--- src/rtl/bxavg_queue.sv ---
// ----------------------------------------------------------------------------
// bxavg_queue
// Small register FIFO that decouples the classifier from the accumulator.
// ----------------------------------------------------------------------------
module bxavg_queue #(
	parameter int WIDTH = 8,
	parameter int DEPTH = 4
) (
	input  logic                               clk,
	input  logic                               arst_n,
	input  logic                               push,
	input  logic [WIDTH-1:0]                   push_data,
	input  logic                               pop,
	output logic [WIDTH-1:0]                   head_data,
	output logic [$clog2(DEPTH + 1)-1:0]       count
);
	localparam int PTR_BITS = (DEPTH > 1) ? $clog2(DEPTH) : 1;
	localparam int CNT_BITS = $clog2(DEPTH + 1);

	logic [WIDTH-1:0]    store_q [DEPTH];
	logic [PTR_BITS-1:0] wr_ptr_q;
	logic [PTR_BITS-1:0] rd_ptr_q;
	logic [CNT_BITS-1:0] count_q;

	assign head_data = store_q[rd_ptr_q];
	assign count     = count_q;

	always_ff @(posedge clk or negedge arst_n) begin
		if (!arst_n) begin
			wr_ptr_q <= '0;
			rd_ptr_q <= '0;
			count_q  <= '0;
		end else begin
			if (push) begin
				wr_ptr_q <= (wr_ptr_q == PTR_BITS'(DEPTH - 1)) ? '0 : wr_ptr_q + PTR_BITS'(1);
			end
			if (pop) begin
				rd_ptr_q <= (rd_ptr_q == PTR_BITS'(DEPTH - 1)) ? '0 : rd_ptr_q + PTR_BITS'(1);
			end
			if (push && !pop) begin
				count_q <= count_q + CNT_BITS'(1);
			end else if (pop && !push) begin
				count_q <= count_q - CNT_BITS'(1);
			end
		end
	end

	always_ff @(posedge clk) begin
		if (push) begin
			store_q[wr_ptr_q] <= push_data;
		end
	end

endmodule

--- config.mk ---
export PLATFORM = sky130hd
export DESIGN_NAME = bxavg_queue
export DESIGN_NICKNAME = d
export VERILOG_FILES = /design/src/rtl/bxavg_queue.sv
export SDC_FILE = /design/constraint.sdc
export NUM_CORES = 1
export LEC_CHECK = 0
export ABC_AREA = 1
export BUFFER_PORTS_ARGS = -buffer_cell sky130_fd_sc_hd__buf_2
export CAP_MARGIN = 20
export CORE_AREA = 3 3 60 62
export DETAILED_ROUTE_END_ITERATION = 12
export DIE_AREA = 0 0 63 65
export PLACE_DENSITY = 0.84
export SLEW_MARGIN = 10
export SYNTH_ARGS = -nofsm -noshare
export SYNTH_HDL_FRONTEND = slang
export SYNTH_SLANG_ARGS = --single-unit
--- constraint.sdc ---
create_clock -name clk -period 1.3 [get_ports clk]
set_input_delay 0.195 -clock clk [delete_from_list [all_inputs] [get_ports clk]]
set_output_delay 0.195 -clock clk [all_outputs]
set_load 0.05 [all_outputs]
Yosys cells after proc, flatten, opt, wreduce, memory -nomap -nowiden. Memories as Yosys holds them, arrays and structs flattened. Cells that the tools add are included.

$add $sub $neg: 4. Eq/ne operators: 2. Muxes and demuxes: 6. Reductions and logical operators: 5.

Operators with widths (count): $mux W3 (2); $add A2 B1 Y2 const B (2); $eq A2 B2 Y1 const B (2); $mux W2 (2); $add A3 B1 Y3 const B (1); $sub A3 B1 Y3 const B (1); $logic_and A1 B1 Y1 (2); $logic_not A1 Y1 (2); $mux W1 (2); $reduce_bool A2 Y1 (1).

Register bits after elaboration: 7. RAM bits: 32. Logic and storage cells: 21. Memories kept: 1.

Memory list: store_q (words 4, bits a word 8, rd ports 1, clocked after memory_dff 0, wr ports 1, line 20) `logic [WIDTH-1:0] store_q [DEPTH];`.

Longest topological paths before layout.
Depth in word-level cells: 4. Depth in mapped cells: 9. Depth with buffers taken out: 9.

Worst setup path after synthesis. OpenSTA, ideal clock, no wires.

Kind: flip-flop to flip-flop. Start point: register count_q[0], in the netlist count[0]. End point: register count_q[2], in the netlist count[2]. Setup time: 0.119 ns. Arrival time: 1.327 ns. Data required time: 1.181 ns. Path slack: -0.146 ns. Cell stages (with the launch flop): 6. Period minus slack after synthesis: 1.446 ns. Cells stage by stage: dfrtp_1 > fa_1 > nand2_1 > nand3_1 > nand2_1 > nand2_1.

Longest elaborated chain between the ends: 3. Elaborated cells on any way between the ends: 4. Those cells by class: 2 x add/sub; 2 x mux.

Ends and longest elaborated chain: start, declared (line 23) `logic [CNT_BITS-1:0] count_q;`; start signal, assigned (line 41) `count_q <= count_q + CNT_BITS'(1);`; start signal, assigned (line 43) `count_q <= count_q - CNT_BITS'(1);`; $sub A3 B1 Y3 (line 43); $mux W3 (line 42) `end else if (pop && !push) begin`; $mux W3 * (line 40) `if (push && !pop) begin`.

Mark *: on every way between the ends. The rest lies on a longest branch, timed or not. The select of a mux whose other input is x is not followed. A chain may end at the register's enable or synchronous reset.

Final worst setup path.
Start point: register rd_ptr_q[0]. End point: output port head_data[0].

Longest elaborated chain between the ends: 1.

Ends and longest elaborated chain: start, declared (line 22) `logic [PTR_BITS-1:0] rd_ptr_q;`; start signal, assigned (line 38) `rd_ptr_q <= (rd_ptr_q == PTR_BITS'(DEPTH - 1)) ? '0 : rd_ptr_q + PTR_BITS'(1);`; $mem_v2 Z4 W8; end, declared (line 14) `output logic [WIDTH-1:0] head_data,`.

Every way passes these cells.

==> results.cfg <==
[power]
powerDensity_nw_per_um2 = 2380
power_frac_seq_pct = 36.2
power_switching_mw = 2.18
pwr-share-clk_pct = 11.6
internal-power_mw = 2.84
p_leak_nw = 0.950
swShare_pct = 43.3
vdd_drop_max_mv = 1.26
comb_power_share_pct = 52.2

[setup_path]
startpoint_type = flip-flop
cp.required_ns = 1.11
reg2reg_depth = 5
arrival_ns = 1.41
crit_fanout = 16
worstSetupPathType = reg -> out
end_kind = output port

[route]
via_per_inst = 5.01
drcViolationCount = 0
wl_per_cell_um = 14.5
drt_wl_total_um = 3280
dr.pass1.iters = 4
vias = 1133
antenna_left = 0
drtIter0Drc = 38

[cells_and_area]
design_area_um2 = 2110
nNetsFinal = 200
diodes = 0
area_growth_pct = 24.4
drive_above_1_share_pct = 29.7
stdcell_count = 226

[place]
port_buffers = 22
gp_congestion = 0.743
placedCellCount = 215
dp_hpwl_um = 2310
placed_cell_area_um2 = 1970

[outcome]
status = finished, violations left
violations = negative setup slack

[global_route]
grt_overflow = 0
grt_pass1_vias = 1147
grt_use_met1_pct = 18.4
antenna_found_initial = 0
busiest_layer = met2
grt_usage_pct = 17.2
grt_max_degree = 18
grtUsageMet3_pct = 5.20
gr-usage-met2_pct = 31.8
grt_pass1_wl_um = 5210

[synthesis]
yosysSeqAreaShare_pct = 67.0
synth_area_um2 = 1700
synth_top_family_by_area = simple AND/OR/NAND/NOR gates
ys_ff_latch = 39
synth_xor_xnor_area_share_pct = 0.517
synth-simple-area-share_pct = 9.30
syn-num-nets = 161
ys_types = 17
synth_fa_ha_area_share_pct = 5.61
synth-compound-area-share_pct = 8.56
synthCells = 142
syn_avg_cell_area_um2 = 11.9
yosys_warnings = 0
synthMuxAreaShare_pct = 0

[floorplanning]
io_pins = 23
die_x_um = 63
die_area_um2 = 4100
die_y_um = 65
fp.coreArea_um2 = 3080
row_count = 20
start_util_pct = 55.1

[sta]
skew_ns = 0.00603
clock.fmax_mhz = 623
slew_viol_final = 0
setup_violations = 8
finalCritPeriodShare_pct = 123
hold_violations = 0
period_minus_slack_ns = 1.60
tightest_slew_ns = 0.250
worst_slack_ns = -0.305
grt_setup_unrepaired = yes
relSlewSlack_pct = 83.4

[clocking]
clkLatencyLatePin_ns = 0.34
clock_sinks = 39
cts_max_level = 2
cts_max_path_buffers = 2
cts_made_buffers = 5
cts_tree = built
clk_pin_slew_worst_paths_ns = 0.11
root_buffer = clkbuf_4

[worst_hold_path]
min_path_cells = 1
hold_path_class = in -> reg

[run]
drv_cap = 0
## cell usage after synthesis (all sizes together)
| master | count | area share [%] |
|---|---|---|
| xnor2 | 1 | 0.52 |
| fa | 1 | 1.2 |
| dfrtp | 7 | 10 |
| nand2 | 39 | 8.6 |
| buf | 3 | 1.8 |
| nand4 | 1 | 0.37 |
| ha | 6 | 4.4 |
| inv | 29 | 6.4 |
| edfxtp | 32 | 57 |
| nand3 | 1 | 0.29 |
| o21ai | 4 | 1.2 |
| o211ai | 16 | 7.1 |
| clkbuf | 1 | 0.81 |
| a21oi | 1 | 0.29 |
## repair_timing
| item | 4_1_cts | 5_1_grt |
|---|---|---|
| hold buffers | 1 | 0 |
| endpoints found under the setup margin | 8 | 11 |
| pin swaps | 0 | 4 |
| resized for setup | 19 | 5 |
| endpoints found under the hold margin | 7 | 0 |
| setup buffers | 1 | 1 |
## registers in the layout, indices dropped and copies added, names as in the netlist
name and cells:
rd_ptr_q 2, store_q 32, wr_ptr_q 2, count 3
## per-stage QoR
stage                     power, mW  utilization [%]  worst slack, ns  hold slack, ns  setup TNS [ns]
after floorplan                3.43                -          0.00481          -0.101               0
after global placement         4.00             63.9           0.0315          0.0324               0
after detailed placement       4.14             63.9          -0.0633          0.0415         -0.0781
after CTS                      4.99             68.0           -0.307          0.0480           -2.35
after global routing           5.28             68.5           -0.391          0.0474           -3.05
final                          5.02             68.5           -0.305          0.0662           -2.33
## placed cells by master (no fill, tap or decap)
cell type      Yosys  final
inv_2              2      4
nand4_1            1      1
fa_2               0      1
o21ai_1            1      1
dfrtp_1            7      5
a21oi_1            1      1
o211ai_1          16     16
clkbuf_1           0      2
buf_6              2      8
clkinv_2           0      1
dfrtp_2            0      2
xnor2_1            1      1
o21ai_0            3      3
nand2_1           39     34
buf_4              1      8
nand3_2            0      1
nand2_2            0      5
clkbuf_4           0      5
dlygate4sd3_1      0      1
inv_1             27     25
ha_1               6      6
buf_2              0     14
edfxtp_1          32     32
buf_12             0      5
## path summary, 6_finish.rpt
kind,from,end,slack (ns)
max in group asynchronous,arst_n,count[0],0.91
max,rd_ptr_q[0],head_data[0],-0.30
max reg2reg,count[1],count[2],0.05
min in group asynchronous,arst_n,count[1],0.21
min reg2reg,count[0],count[0],0.51
min,push_data[2],store_q[2][2],0.07
## layer usage
metal / vias up / share of wire, %
met5: - / 0
met4: 0 / 1.4
met3: 7 / 4.2
met2: 26 / 54
met1: 547 / 40
li1: 553 / -
## worst max-delay path: stages, from the launching register on
cell      delay [ns]
dfrtp_1         0.41
inv_2           0.11
buf_12          0.15
nand2_2         0.05
o211ai_1        0.08
nand2_1         0.10
buf_6           0.16
## power by group through the flow
| stage | clock network (mW) | registers, mW | logic (mW) |
|---|---|---|---|
| final | 0.580 | 1.82 | 2.62 |
| after global routing | 0.639 | 1.84 | 2.80 |
| after CTS | 0.597 | 1.82 | 2.58 |
| after detailed placement | 0 | 1.85 | 2.29 |
| after global placement | 0 | 1.82 | 2.18 |
| after floorplan | 0 | 1.97 | 1.46 |
## kinds of logic after synthesis
family,Yosys count
and+or+nand+nor,41
DFF,39
buffers and inverters,33
AOI/OAI and AO/OA,21
adders and majority gates,7
xor gates and xnor gates,1
## cell type report
cell class | instances | area, um2
fillers | 230 | 968
inverters | 29 | 109
repair buffers | 36 | 330
well taps | 44 | 55.1
clock buffers | 7 | 45.0
flip-flops and latches | 39 | 1140
clock inverters | 1 | 5.00
multi-input cells | 70 | 427
Power figures use the tool's default switching activity.
