--- src/rtl/bxavg_pkg.sv ---
// ----------------------------------------------------------------------------
// bxavg_pkg
// Shared constants and types for the box average downscaler.
// ----------------------------------------------------------------------------
package bxavg_pkg;

	// Fixed field and register widths
	localparam int DIM_BITS      = 13;  // width/height registers, up to 4096
	localparam int POS_BITS      = 12;  // column and row position counters
	localparam int SUM_BITS      = 24;  // block sum accumulators
	localparam int AVG_BITS      = 16;  // output sample
	localparam int BS_REG_BITS   = 5;   // block size register
	localparam int CFG_ADDR_BITS = 2;
	localparam int CFG_DATA_BITS = 13;
	localparam int MAX_DIM       = 4096;

	// Register reset values
	localparam logic [DIM_BITS-1:0]    WIDTH_RST  = 13'd640;
	localparam logic [DIM_BITS-1:0]    HEIGHT_RST = 13'd480;
	localparam logic [BS_REG_BITS-1:0] BLOCK_RST  = 5'd2;

	// Parameter defaults
	localparam int MAX_OUT_COLS_DEF = 256;
	localparam int PIXEL_BITS_DEF   = 16;
	localparam int MAX_BLOCK_DEF    = 16;

	// Queue between front and back
	localparam int QUEUE_DEPTH = 4;
	localparam int QCNT_BITS   = $clog2(QUEUE_DEPTH + 1);

	// Configuration register indexes
	typedef enum logic [CFG_ADDR_BITS-1:0] {
		CFG_IMAGE_WIDTH  = 2'd0,
		CFG_IMAGE_HEIGHT = 2'd1,
		CFG_BLOCK_SIZE   = 2'd2
	} cfg_reg_t;

	// Per-item classification handed from front to back
	typedef struct packed {
		logic first;  // first sample of its block: overwrite accumulator
		logic emit;   // last sample of its block: produce an average
		logic flast;  // block is the final one of the frame
	} blk_flags_t;

endpackage

--- src/rtl/bxavg_front.sv ---
// ----------------------------------------------------------------------------
// bxavg_front
// Accepts samples, tracks raster position, finds the block of each sample
// and classifies it before handing it to the queue.
// ----------------------------------------------------------------------------
module bxavg_front #(
	parameter int MAX_OUT_COLS = bxavg_pkg::MAX_OUT_COLS_DEF,
	parameter int PIXEL_BITS   = bxavg_pkg::PIXEL_BITS_DEF,
	parameter int MAX_BLOCK    = bxavg_pkg::MAX_BLOCK_DEF
) (
	input  logic                                   clk,
	input  logic                                   arst_n,
	input  logic                                   in_valid,
	output logic                                   in_stall,
	input  logic [PIXEL_BITS-1:0]                  pixel,
	input  logic                                   frame_start,
	input  logic [bxavg_pkg::DIM_BITS-1:0]         w_eff,
	input  logic [bxavg_pkg::DIM_BITS-1:0]         h_eff,
	input  logic [$clog2(MAX_BLOCK + 1)-1:0]       bs_eff,
	input  logic [bxavg_pkg::QCNT_BITS-1:0]        q_count,
	output logic                                   push,
	output logic [PIXEL_BITS-1:0]                  push_pix,
	output logic [((MAX_OUT_COLS > 1) ? $clog2(MAX_OUT_COLS) : 1)-1:0] push_bcol,
	output logic [$clog2(MAX_BLOCK + 1)-1:0]       push_bs,
	output bxavg_pkg::blk_flags_t                  push_flags
);
	import bxavg_pkg::*;

	localparam int BS_BITS  = $clog2(MAX_BLOCK + 1);
	localparam int XB       = (MAX_BLOCK > 1) ? $clog2(MAX_BLOCK) : 1;
	localparam int CW       = (XB + 1 > BS_BITS) ? XB + 1 : BS_BITS;
	localparam int COL_BITS = (MAX_OUT_COLS > 1) ? $clog2(MAX_OUT_COLS) : 1;
	localparam int K        = DIM_BITS + XB;
	localparam int RW       = K + 1;
	localparam int PW       = DIM_BITS + RW;
	localparam int TAB_N    = 2 ** BS_BITS;
	localparam int SW       = QCNT_BITS + 1;

	// Reciprocal table: ceil(2^K / d), exact quotient for 13-bit numerators
	logic [RW-1:0] rtab [TAB_N];
	for (genvar d = 0; d < TAB_N; d++) begin : g_rtab
		localparam longint unsigned DV = (d == 0) ? 1 : d;
		localparam longint unsigned RV = ((64'd1 << K) + DV - 1) / DV;
		assign rtab[d] = RW'(RV);
	end

	logic                accept;
	logic [POS_BITS-1:0] col_q, row_q, col_cur, row_cur, col_nxt, row_nxt;
	logic [XB-1:0]       xb_q, yb_q, x_cur, y_cur, x_nxt, y_nxt;
	logic [CW-1:0]       x_inc, y_inc;

	// Stage 1
	logic                v_s1;
	logic [PIXEL_BITS-1:0] pix_s1;
	logic [POS_BITS-1:0] col_s1, row_s1;
	logic [XB-1:0]       x_s1, y_s1;
	logic [BS_BITS-1:0]  bs_s1;
	logic [DIM_BITS-1:0] w_s1, h_s1;

	// Stage 2
	logic                v_s2;
	logic [PIXEL_BITS-1:0] pix_s2;
	logic [POS_BITS-1:0] bcol_s2, brow_s2;
	logic [DIM_BITS-1:0] oc_s2, orow_s2;
	logic [XB-1:0]       x_s2, y_s2;
	logic [BS_BITS-1:0]  bs_s2;

	logic [PW-1:0]       p_col, p_row, p_oc, p_orow;
	logic [DIM_BITS-1:0] oc_lim, bcol_x, brow_x, bs_m1;
	logic                in_area;

	assign accept   = in_valid && !in_stall;
	// Hold off input while the queue plus the two stages in flight could overflow
	assign in_stall = (SW'(q_count) + SW'(v_s1) + SW'(v_s2)) >= SW'(QUEUE_DEPTH);

	always_comb begin
		col_cur = frame_start ? '0 : col_q;
		row_cur = frame_start ? '0 : row_q;
		x_cur   = frame_start ? '0 : xb_q;
		y_cur   = frame_start ? '0 : yb_q;
		x_inc   = CW'(x_cur) + CW'(1);
		y_inc   = CW'(y_cur) + CW'(1);
		x_nxt   = (x_inc >= CW'(bs_eff)) ? '0 : x_cur + XB'(1);
		y_nxt   = y_cur;
		col_nxt = col_cur + POS_BITS'(1);
		row_nxt = row_cur;
		if (DIM_BITS'(col_cur) + DIM_BITS'(1) >= w_eff) begin
			col_nxt = '0;
			x_nxt   = '0;
			y_nxt   = (y_inc >= CW'(bs_eff)) ? '0 : y_cur + XB'(1);
			if (DIM_BITS'(row_cur) + DIM_BITS'(1) >= h_eff) begin
				row_nxt = '0;
				y_nxt   = '0;
			end else begin
				row_nxt = row_cur + POS_BITS'(1);
			end
		end
	end

	always_ff @(posedge clk or negedge arst_n) begin
		if (!arst_n) begin
			col_q <= '0;
			row_q <= '0;
			xb_q  <= '0;
			yb_q  <= '0;
			v_s1  <= 1'b0;
			v_s2  <= 1'b0;
		end else begin
			if (accept) begin
				col_q <= col_nxt;
				row_q <= row_nxt;
				xb_q  <= x_nxt;
				yb_q  <= y_nxt;
			end
			v_s1 <= accept;
			v_s2 <= v_s1;
		end
	end

	// Block coordinates and block counts by reciprocal multiply
	always_comb begin
		p_col  = PW'(col_s1) * PW'(rtab[bs_s1]);
		p_row  = PW'(row_s1) * PW'(rtab[bs_s1]);
		p_oc   = PW'(w_s1) * PW'(rtab[bs_s1]);
		p_orow = PW'(h_s1) * PW'(rtab[bs_s1]);
	end

	always_ff @(posedge clk) begin
		pix_s1  <= pixel;
		col_s1  <= col_cur;
		row_s1  <= row_cur;
		x_s1    <= x_cur;
		y_s1    <= y_cur;
		bs_s1   <= bs_eff;
		w_s1    <= w_eff;
		h_s1    <= h_eff;
		pix_s2  <= pix_s1;
		bcol_s2 <= p_col[K +: POS_BITS];
		brow_s2 <= p_row[K +: POS_BITS];
		oc_s2   <= p_oc[K +: DIM_BITS];
		orow_s2 <= p_orow[K +: DIM_BITS];
		x_s2    <= x_s1;
		y_s2    <= y_s1;
		bs_s2   <= bs_s1;
	end

	// Classify: drop samples of partial edge blocks and excess columns
	always_comb begin
		oc_lim  = (oc_s2 > DIM_BITS'(MAX_OUT_COLS)) ? DIM_BITS'(MAX_OUT_COLS) : oc_s2;
		bcol_x  = DIM_BITS'(bcol_s2);
		brow_x  = DIM_BITS'(brow_s2);
		bs_m1   = DIM_BITS'(bs_s2) - DIM_BITS'(1);
		in_area = (bcol_x < oc_lim) && (brow_x < orow_s2);
		push_flags.first = (x_s2 == '0) && (y_s2 == '0);
		push_flags.emit  = (DIM_BITS'(x_s2) == bs_m1) && (DIM_BITS'(y_s2) == bs_m1);
		push_flags.flast = (bcol_x + DIM_BITS'(1) == oc_lim) &&
		                   (brow_x + DIM_BITS'(1) == orow_s2);
	end

	assign push      = v_s2 && in_area;
	assign push_pix  = pix_s2;
	assign push_bcol = bcol_s2[COL_BITS-1:0];
	assign push_bs   = bs_s2;

endmodule

--- config.mk ---
export PLATFORM = sky130hd
export DESIGN_NAME = bxavg_front
export DESIGN_NICKNAME = d
export VERILOG_FILES = /design/src/rtl/bxavg_pkg.sv /design/src/rtl/bxavg_front.sv
export SDC_FILE = /design/constraint.sdc
export NUM_CORES = 2
export LEC_CHECK = 0
export ABC_AREA = 1
export ABC_CLOCK_PERIOD_IN_PS = 6600
export BUFFER_PORTS_ARGS = -buffer_cell sky130_fd_sc_hd__buf_2
export CAP_MARGIN = 30
export CORE_MARGIN = 5
export CORE_UTILIZATION = 55
export CTS_BUF_LIST = sky130_fd_sc_hd__clkbuf_2 sky130_fd_sc_hd__clkbuf_4 sky130_fd_sc_hd__clkbuf_8
export DETAILED_ROUTE_END_ITERATION = 6
export GPL_TIMING_DRIVEN = 1
export PLACE_DENSITY = 0.69
export SYNTH_ARGS = -nofsm -noshare
export SYNTH_HDL_FRONTEND = slang
export SYNTH_SLANG_ARGS = --single-unit
--- constraint.sdc ---
create_clock -name clk -period 6.6 [get_ports clk]
set_input_delay 0.33 -clock clk [delete_from_list [all_inputs] [get_ports clk]]
set_output_delay 0.33 -clock clk [all_outputs]
set_load 0.02 [all_outputs]
Yosys cells after proc, flatten, opt, wreduce, memory -nomap -nowiden
Memories as Yosys holds them, arrays and structs flattened.
Cells that the tools add are included.
{ "totals": {"output_inout_bits": 34, "romBits": 576, "ff_bits": 192, "in_bits": 54, "memories": 1, "wordCells": 78} }
{ "op_classes": {"eq_ne": 4, "mux": 15, "order_cmp": 9, "n_mul": 4, "bitwise_logic": 1, "add_sub_neg": 13, "reduce_logical": 9} }
{ "memory_table": {"columns": ["memory", "depth", "word_bits", "rd", "rd_clocked_by_memory_dff", "write_ports", "line_no", "rtl"], "rows": [
  ["(name not given)", 32, 18, 1, 0, 0, "bxavg_front.sv:125", "p_orow = PW'(h_s1) * PW'(rtab[bs_s1]);"]
]} }
{ "op_table": {"columns": ["cell", "n"], "rows": [
  ["13-bit by 18-bit multiplier with 30-bit output", 2],
  ["12-bit two-way mux", 5],
  ["12-bit by 18-bit multiplier with 29-bit output", 2],
  ["12-bit by 1-bit adder with 13-bit output (second input constant)", 4],
  ["18-bit two-way mux", 2],
  ["4-bit two-way mux", 7],
  ["13-bit == test", 2],
  ["4-bit by 13-bit == test with 1-bit output", 2],
  ["13-bit greater-or-equal comparator", 2],
  ["12-bit by 13-bit less-than comparator with 1-bit output", 2],
  ["12-bit by 1-bit adder with 12-bit output (second input constant)", 2],
  ["13-bit by 9-bit greater-than comparator with 1-bit output (second input constant)", 1],
  ["13-bit two-way mux", 1],
  ["4-bit by 1-bit adder with 5-bit output (second input constant)", 2],
  ["5-bit greater-or-equal comparator", 2],
  ["4-bit by 1-bit adder with 4-bit output (second input constant)", 2],
  ["4-bit zero test", 2],
  ["6-bit greater-or-equal comparator (second input constant)", 1],
  ["1-bit logical AND", 6],
  ["5-bit inverter with 6-bit output", 1],
  ["5-bit by 1-bit subtractor with 6-bit output (second input constant)", 1],
  ["3-bit by 1-bit adder with 4-bit output", 1],
  ["4-bit by 1-bit adder with 4-bit output", 1],
  ["4-bit by 3-bit greater-or-equal comparator with 1-bit output (second input constant)", 1],
  ["1-bit zero test", 1]
]} }

Longest topological paths before layout
{ "depth": {"depth_word": 6, "ltp_mapped": 37} }

Worst setup path before layout
OpenSTA, ideal clock, no wires.
{ "synth_path": {"kind": "reg-to-reg", "from": "register bs_s1[1]", "to": "register bcol_s2[6]", "setup_time_ps": 112, "synth_period_minus_slack_ps": 5922, "arrival_time_ps": 5809, "setup_slack_ps": 678, "path_stages_with_launch": 28, "cell_sequence": "dfxtp_1 > ha_1 > inv_1 > nand2_1 > inv_1 > nor2_1 > inv_1 > nor2_1 > clkbuf_1 > clkbuf_1 > nand2_1 > fa_1 > inv_1 > fa_1 > inv_1 > fa_1 > fa_1 > fa_1 > inv_1 > ha_1 > nand2_1 > inv_1 > a21oi_1 > nor2_1 > a2111oi_0 > nand2_1 > nand2_1 > nand2_1"} }
{ "synth_via": {"elab_chain_cells": 5} }
{ "synth_lines": {"columns": ["element", "line_no", "rtl"], "rows": [
  ["from (decl)", "bxavg_front.sv:57", "logic [BS_BITS-1:0] bs_s1;"],
  ["from (signal assigned)", "bxavg_front.sv:134", "bs_s1 <= bs_eff;"],
  ["5-bit inverter with 6-bit output (not written as such)", "bxavg_front.sv:122", "p_col = PW'(col_s1) * PW'(rtab[bs_s1]);"],
  ["memory 32 x 18 bit", null, null],
  ["18-bit two-way mux (2 in a row)", null, null],
  ["12-bit by 18-bit multiplier with 29-bit output", "bxavg_front.sv:122", null],
  ["named net p_col[23]", "bxavg_front.sv:68", "logic [PW-1:0] p_col, p_row, p_oc, p_orow;"],
  ["to (signal assigned)", "bxavg_front.sv:138", "bcol_s2 <= p_col[K +: POS_BITS];"],
  ["to (decl)", "bxavg_front.sv:63", "logic [POS_BITS-1:0] bcol_s2, brow_s2;"]
]} }
The timed path passes the listed nets, and every way through them passes these cells. The select of a mux whose other input is x is not followed.
A chain may end at the register's enable or synchronous reset.

Worst setup path after layout
{ "layout_path": {"from": "register bs_s1[3]", "to": "register bcol_s2[10]"} }
The elaborated chain is that of the path after synthesis.

==> run_results.csv <==
group,metric,value,unit
sta,maxSlewViolCount,0,
sta,final_min_period_over_clock_period,95.42,%
global_routing,grtUsageTotal,31.52,%
finish,multi_input_area,27550,um2
clock_tree,insertion_delay,600,ps
synthesis,post_synth.cell_area_avg,7.782,um2
synthesis,synth-edff-count,0,
sta,measured_slew_at_the_worst_slew_check_pin,1009,ps
placed_design,gp_congestion,0.9699,
power_and_ir_drop,share_seq_of_total_power,11.0,%
clock_tree,cts.root.buffer_cell,"sky130_fd_sc_hd__clkbuf_8",
setup_path,critical_path_depth,24,
synthesis,simple_gate_share_of_the_synthesized_area,19.53,%
setup_path,critical_path.max_fanout,30,
synthesis,main_combinational_cell_family_by_area_after_synthesis,"adder cells",
finish,layout-area-overhead-vs-synth,6.755,%
sta,worst_slew_margin_rel,32.61,%
die,die-width,267.3,um
synthesis,synth_area,36400,um2
setup_path,critPathArrivalTime,6780,ps
sta,hold_viol_final,0,
die,placeable_core_region,65750,um2
power_and_ir_drop,p_clk_share,5.8,%
route,detailroute.via_count,30860,
setup_path,cp.buffers_inverters,6,
global_routing,grt_remaining_overflow,0,
finish,fillers,6095,
setup_path,crit_slowest_cell,"sky130_fd_sc_hd__fa_1",
power_and_ir_drop,netSwitchingPower,9.060,mW
die,rows,94,
finish,layout.nets,5797,
power_and_ir_drop,switching_share,59.49,%
power_and_ir_drop,leakage,20.86,nW
power_and_ir_drop,internal_power,6.170,mW
synthesis,yosys-mux-area-fraction,0,%
global_routing,vias_in_the_first_global_route,32140,
run_status,outcome,"completed",
finish,fin_cells,5624,
sta,post-route-min-period,6298,ps
route,drt_wl_total,109.9,mm
sta,setup-tns-final,0,ps
synthesis,yosys_warnings,0,
synthesis,synthAdderAreaFrac,48.00,%
setup_path,crit_path_max_incr_delay,520,ps
route,average_wire_per_standard_cell,19.54,um
setup_path,critical_path.startpoint_type,"register",
setup_path,critical_path.cell_chain,"buf_4 > nand2_1 > o31ai_1 > inv_1 > nand2_1 > buf_6 > nand2_1 > fa_1 > inv_1 > fa_1 > fa_1 > fa_1 > inv_1 > fa_1 > inv_1 > ha_1 > a21oi_1 > o21ai_0 > nand4_1 > nand2_1 > a221oi_1 > nand2_1 > nand2_1 > nand2_1",
global_routing,grt_pass1_wl,174.7,mm
route,drt_iter0_drc,2544,
hold_path,worst_hold_path_type,"register to register",
clock_tree,cts-buffers-inserted,17,
die,initial_core_util,55.36,%
die,top_level_ports,88,
clock_tree,clk_sink_count,192,
clock_tree,clkTransAtPathRegs,120,ps
synthesis,netlist.top_cell.by_area,"sky130_fd_sc_hd__fa_1",
clock_tree,htree_levels,4,
power_and_ir_drop,vdd_ir_drop_max,385.7,uV
synthesis,synth_seq_area_share,11.03,%
sta,clock-skew-final,36.75,ps
global_routing,maximum_number_of_pins_on_one_net_before_global_route_repair,36,
route,dr.pass1.iters,6,
flow_run,drv.max_cap_violation_count,0,
setup_path,ff2ff_path_depth,24,
setup_path,worst_ep_required_time,7080,ps
finish,drive_gt1_share,5.170,%
finish,sequential_cell_area,4016,um2
hold_path,worstHoldPathCells,0,
die,die_height,267.3,um
synthesis,post_synthesis_share_of_cell_area_spent_on_xor_and_xnor_gates,1.949,%
route,ant_nets,0,
synthesis,synth-compound-area-share,6.105,%
placed_design,placedCellCount,5542,
synthesis,netlist-cell-type-count,59,
setup_path,critPathCaptureType,"register",
synthesis,synth_area_leaders,"sky130_fd_sc_hd__fa_1 37%, sky130_fd_sc_hd__ha_1 11%, sky130_fd_sc_hd__inv_1 11%",
setup_path,path_class,"register to register",
power_and_ir_drop,total_power_density_per_cell_area,391.9,nW/um2
sta,finalSetupViolCount,0,
synthesis,synthDominantCellAreaShare,36.52,%
synthesis,synth-async-reset-ratio,17.71,%
setup_path,top_cell_family_by_delay_on_the_critical_path,"adder cells",
sta,rsz_0062_raised_after_global_routing,"no",
setup_path,critical_path.most_common_cell,"sky130_fd_sc_hd__nand2_1",
die,die_footprint,71430,um2
clock_tree,clockBufferDepth,2,
route,detail_route.drc_violations,0,
synthesis,postSynth.topFlopCell,"sky130_fd_sc_hd__dfxtp_1",
placed_design,buffer_ports.inserted,87,
synthesis,postSynthRegisterBits,192,
clock_tree,setup_fix_bufs_post_cts,0,
synthesis,synthesis.instances,4677,
global_routing,grt_antenna_before_repair,5,
placed_design,dp_hpwl,87.62,mm
power_and_ir_drop,power.total,15.23,mW
route,vias_per_cell,5.487,
sta,achievable_frequency,0.1588,GHz
clock_tree,tritoncts,"built",
power_and_ir_drop,portion_of_total_power_attributed_to_combinational_logic,83.3,%
-- synth_stat cells (all sizes together) (2+ instances only) --
library cell	instances
inv	1087
nand2	978
fa	664
nor2	539
ha	334
dfxtp	158
a21oi	145
nand3	139
clkbuf	121
o21ai	89
buf	53
xor2	41
nor3	40
xnor2	40
dfrtp	34
nand4	33
a21o	19
a31oi	17
nor4	16
o21bai	16
a22oi	14
o21a	11
a21boi	10
a211oi	9
clkinv	9
nand3b	8
o211ai	6
o22ai	6
a221oi	5
o221ai	5
o31ai	5
or2	5
a2111oi	4
a2bb2oi	3
a31o	2
and3	2
nor3b	2
o2111ai	2
-- sequential cells by signal, summed over array words and instances (netlist names) --
name      flops
col_q        12
w_s1         13
xb_q          4
brow_s2      12
x_s1          4
col_s1       12
push_pix     16
row_q        12
x_s2          4
bs_s1         5
oc_s2        13
v_s1          1
h_s1         13
y_s2          4
v_s2          1
row_s1       12
y_s1          4
bcol_s2      12
push_bs       5
orow_s2      13
yb_q          4
pix_s1       16
-- per-layer routing --
metal / share of wire (%) / global-route usage (%)
met3: 10 / 7.791
met5: 0.011 / 0
met4: 4.5 / 11.92
met1: 41 / 41.88
met2: 45 / 50.39
-- final timing paths --
path	from	end	slack (ps)
setup / recovery	bs_s1[3]	bcol_s2[10]	300
hold / removal	pix_s1[3]	push_pix[3]	320
setup reg to reg	bs_s1[3]	bcol_s2[10]	300
hold reg to reg	pix_s1[3]	push_pix[3]	320
max in group asynchronous	arst_n	col_q[2]	5650
min in group asynchronous	arst_n	row_q[3]	390
-- power by group through the flow --
stage	sequential [mW]	combinational, mW	clock [mW]
floorplan	1.52	8.94	0
global placement	1.68	12.3	0
detailed placement	1.68	12.4	0
CTS	1.66	12.5	0.902
global route	1.69	14.3	0.937
finish	1.67	12.7	0.878
-- cells in the final DEF (no fill, tap or decap), drive strengths merged, types with 40 or more instances in the layout --
| master | instances |
|---|---|
| nor3 | 40 |
| dfxtp | 158 |
| fa | 664 |
| xor2 | 41 |
| buf | 172 |
| nand3 | 139 |
| nand2 | 978 |
| inv | 1095 |
| a21oi | 145 |
| dlygate4sd3 | 48 |
| ha | 334 |
| o21ai | 89 |
| nor2 | 539 |
| xnor2 | 40 |
-- through the flow --
| step | worst slack, ps | hold WS [ps] | area (um2) | utilization (%) |
|---|---|---|---|---|
| finish | 302.2 | 319.8 | 38860 | 59.10 |
| global route | 11.17 | 313.0 | 38850 | 59.09 |
| CTS | 189.1 | 272.1 | 38830 | 59.06 |
| detailed placement | 207.6 | 312.1 | 37930 | 57.69 |
| global placement | 193.5 | 310.2 | 37920 | 57.68 |
| floorplan | 678.4 | 34.41 | 36410 | - |
-- what timing repair did --
item / in CTS / in global routing
endpoints found under the setup margin: 0 / 28
hold buffers: 48 / 0
resized for setup: 0 / 10
endpoints found under the hold margin: 81 / 0
-- logic make-up after synthesis --
kind of cell | count (synthesis)
buf+inv | 1270
fa+ha+maj | 998
other cells | 1
flops | 192
compound gates | 371
xor+xnor | 81
simple gates | 1764
-- area by class of cell --
type                            count  area share [%]
Timing Repair Buffer              221           4.312
Tap cell                          864           2.782
Multi-Input combinational cell   3217           70.89
Inverter                         1096           10.60
Sequential cell                   192           10.34
Clock buffer                       17          0.6021
Clock inverter                     15          0.4669
Antenna cell                        2         0.01288
Power figures use the tool's default switching activity.
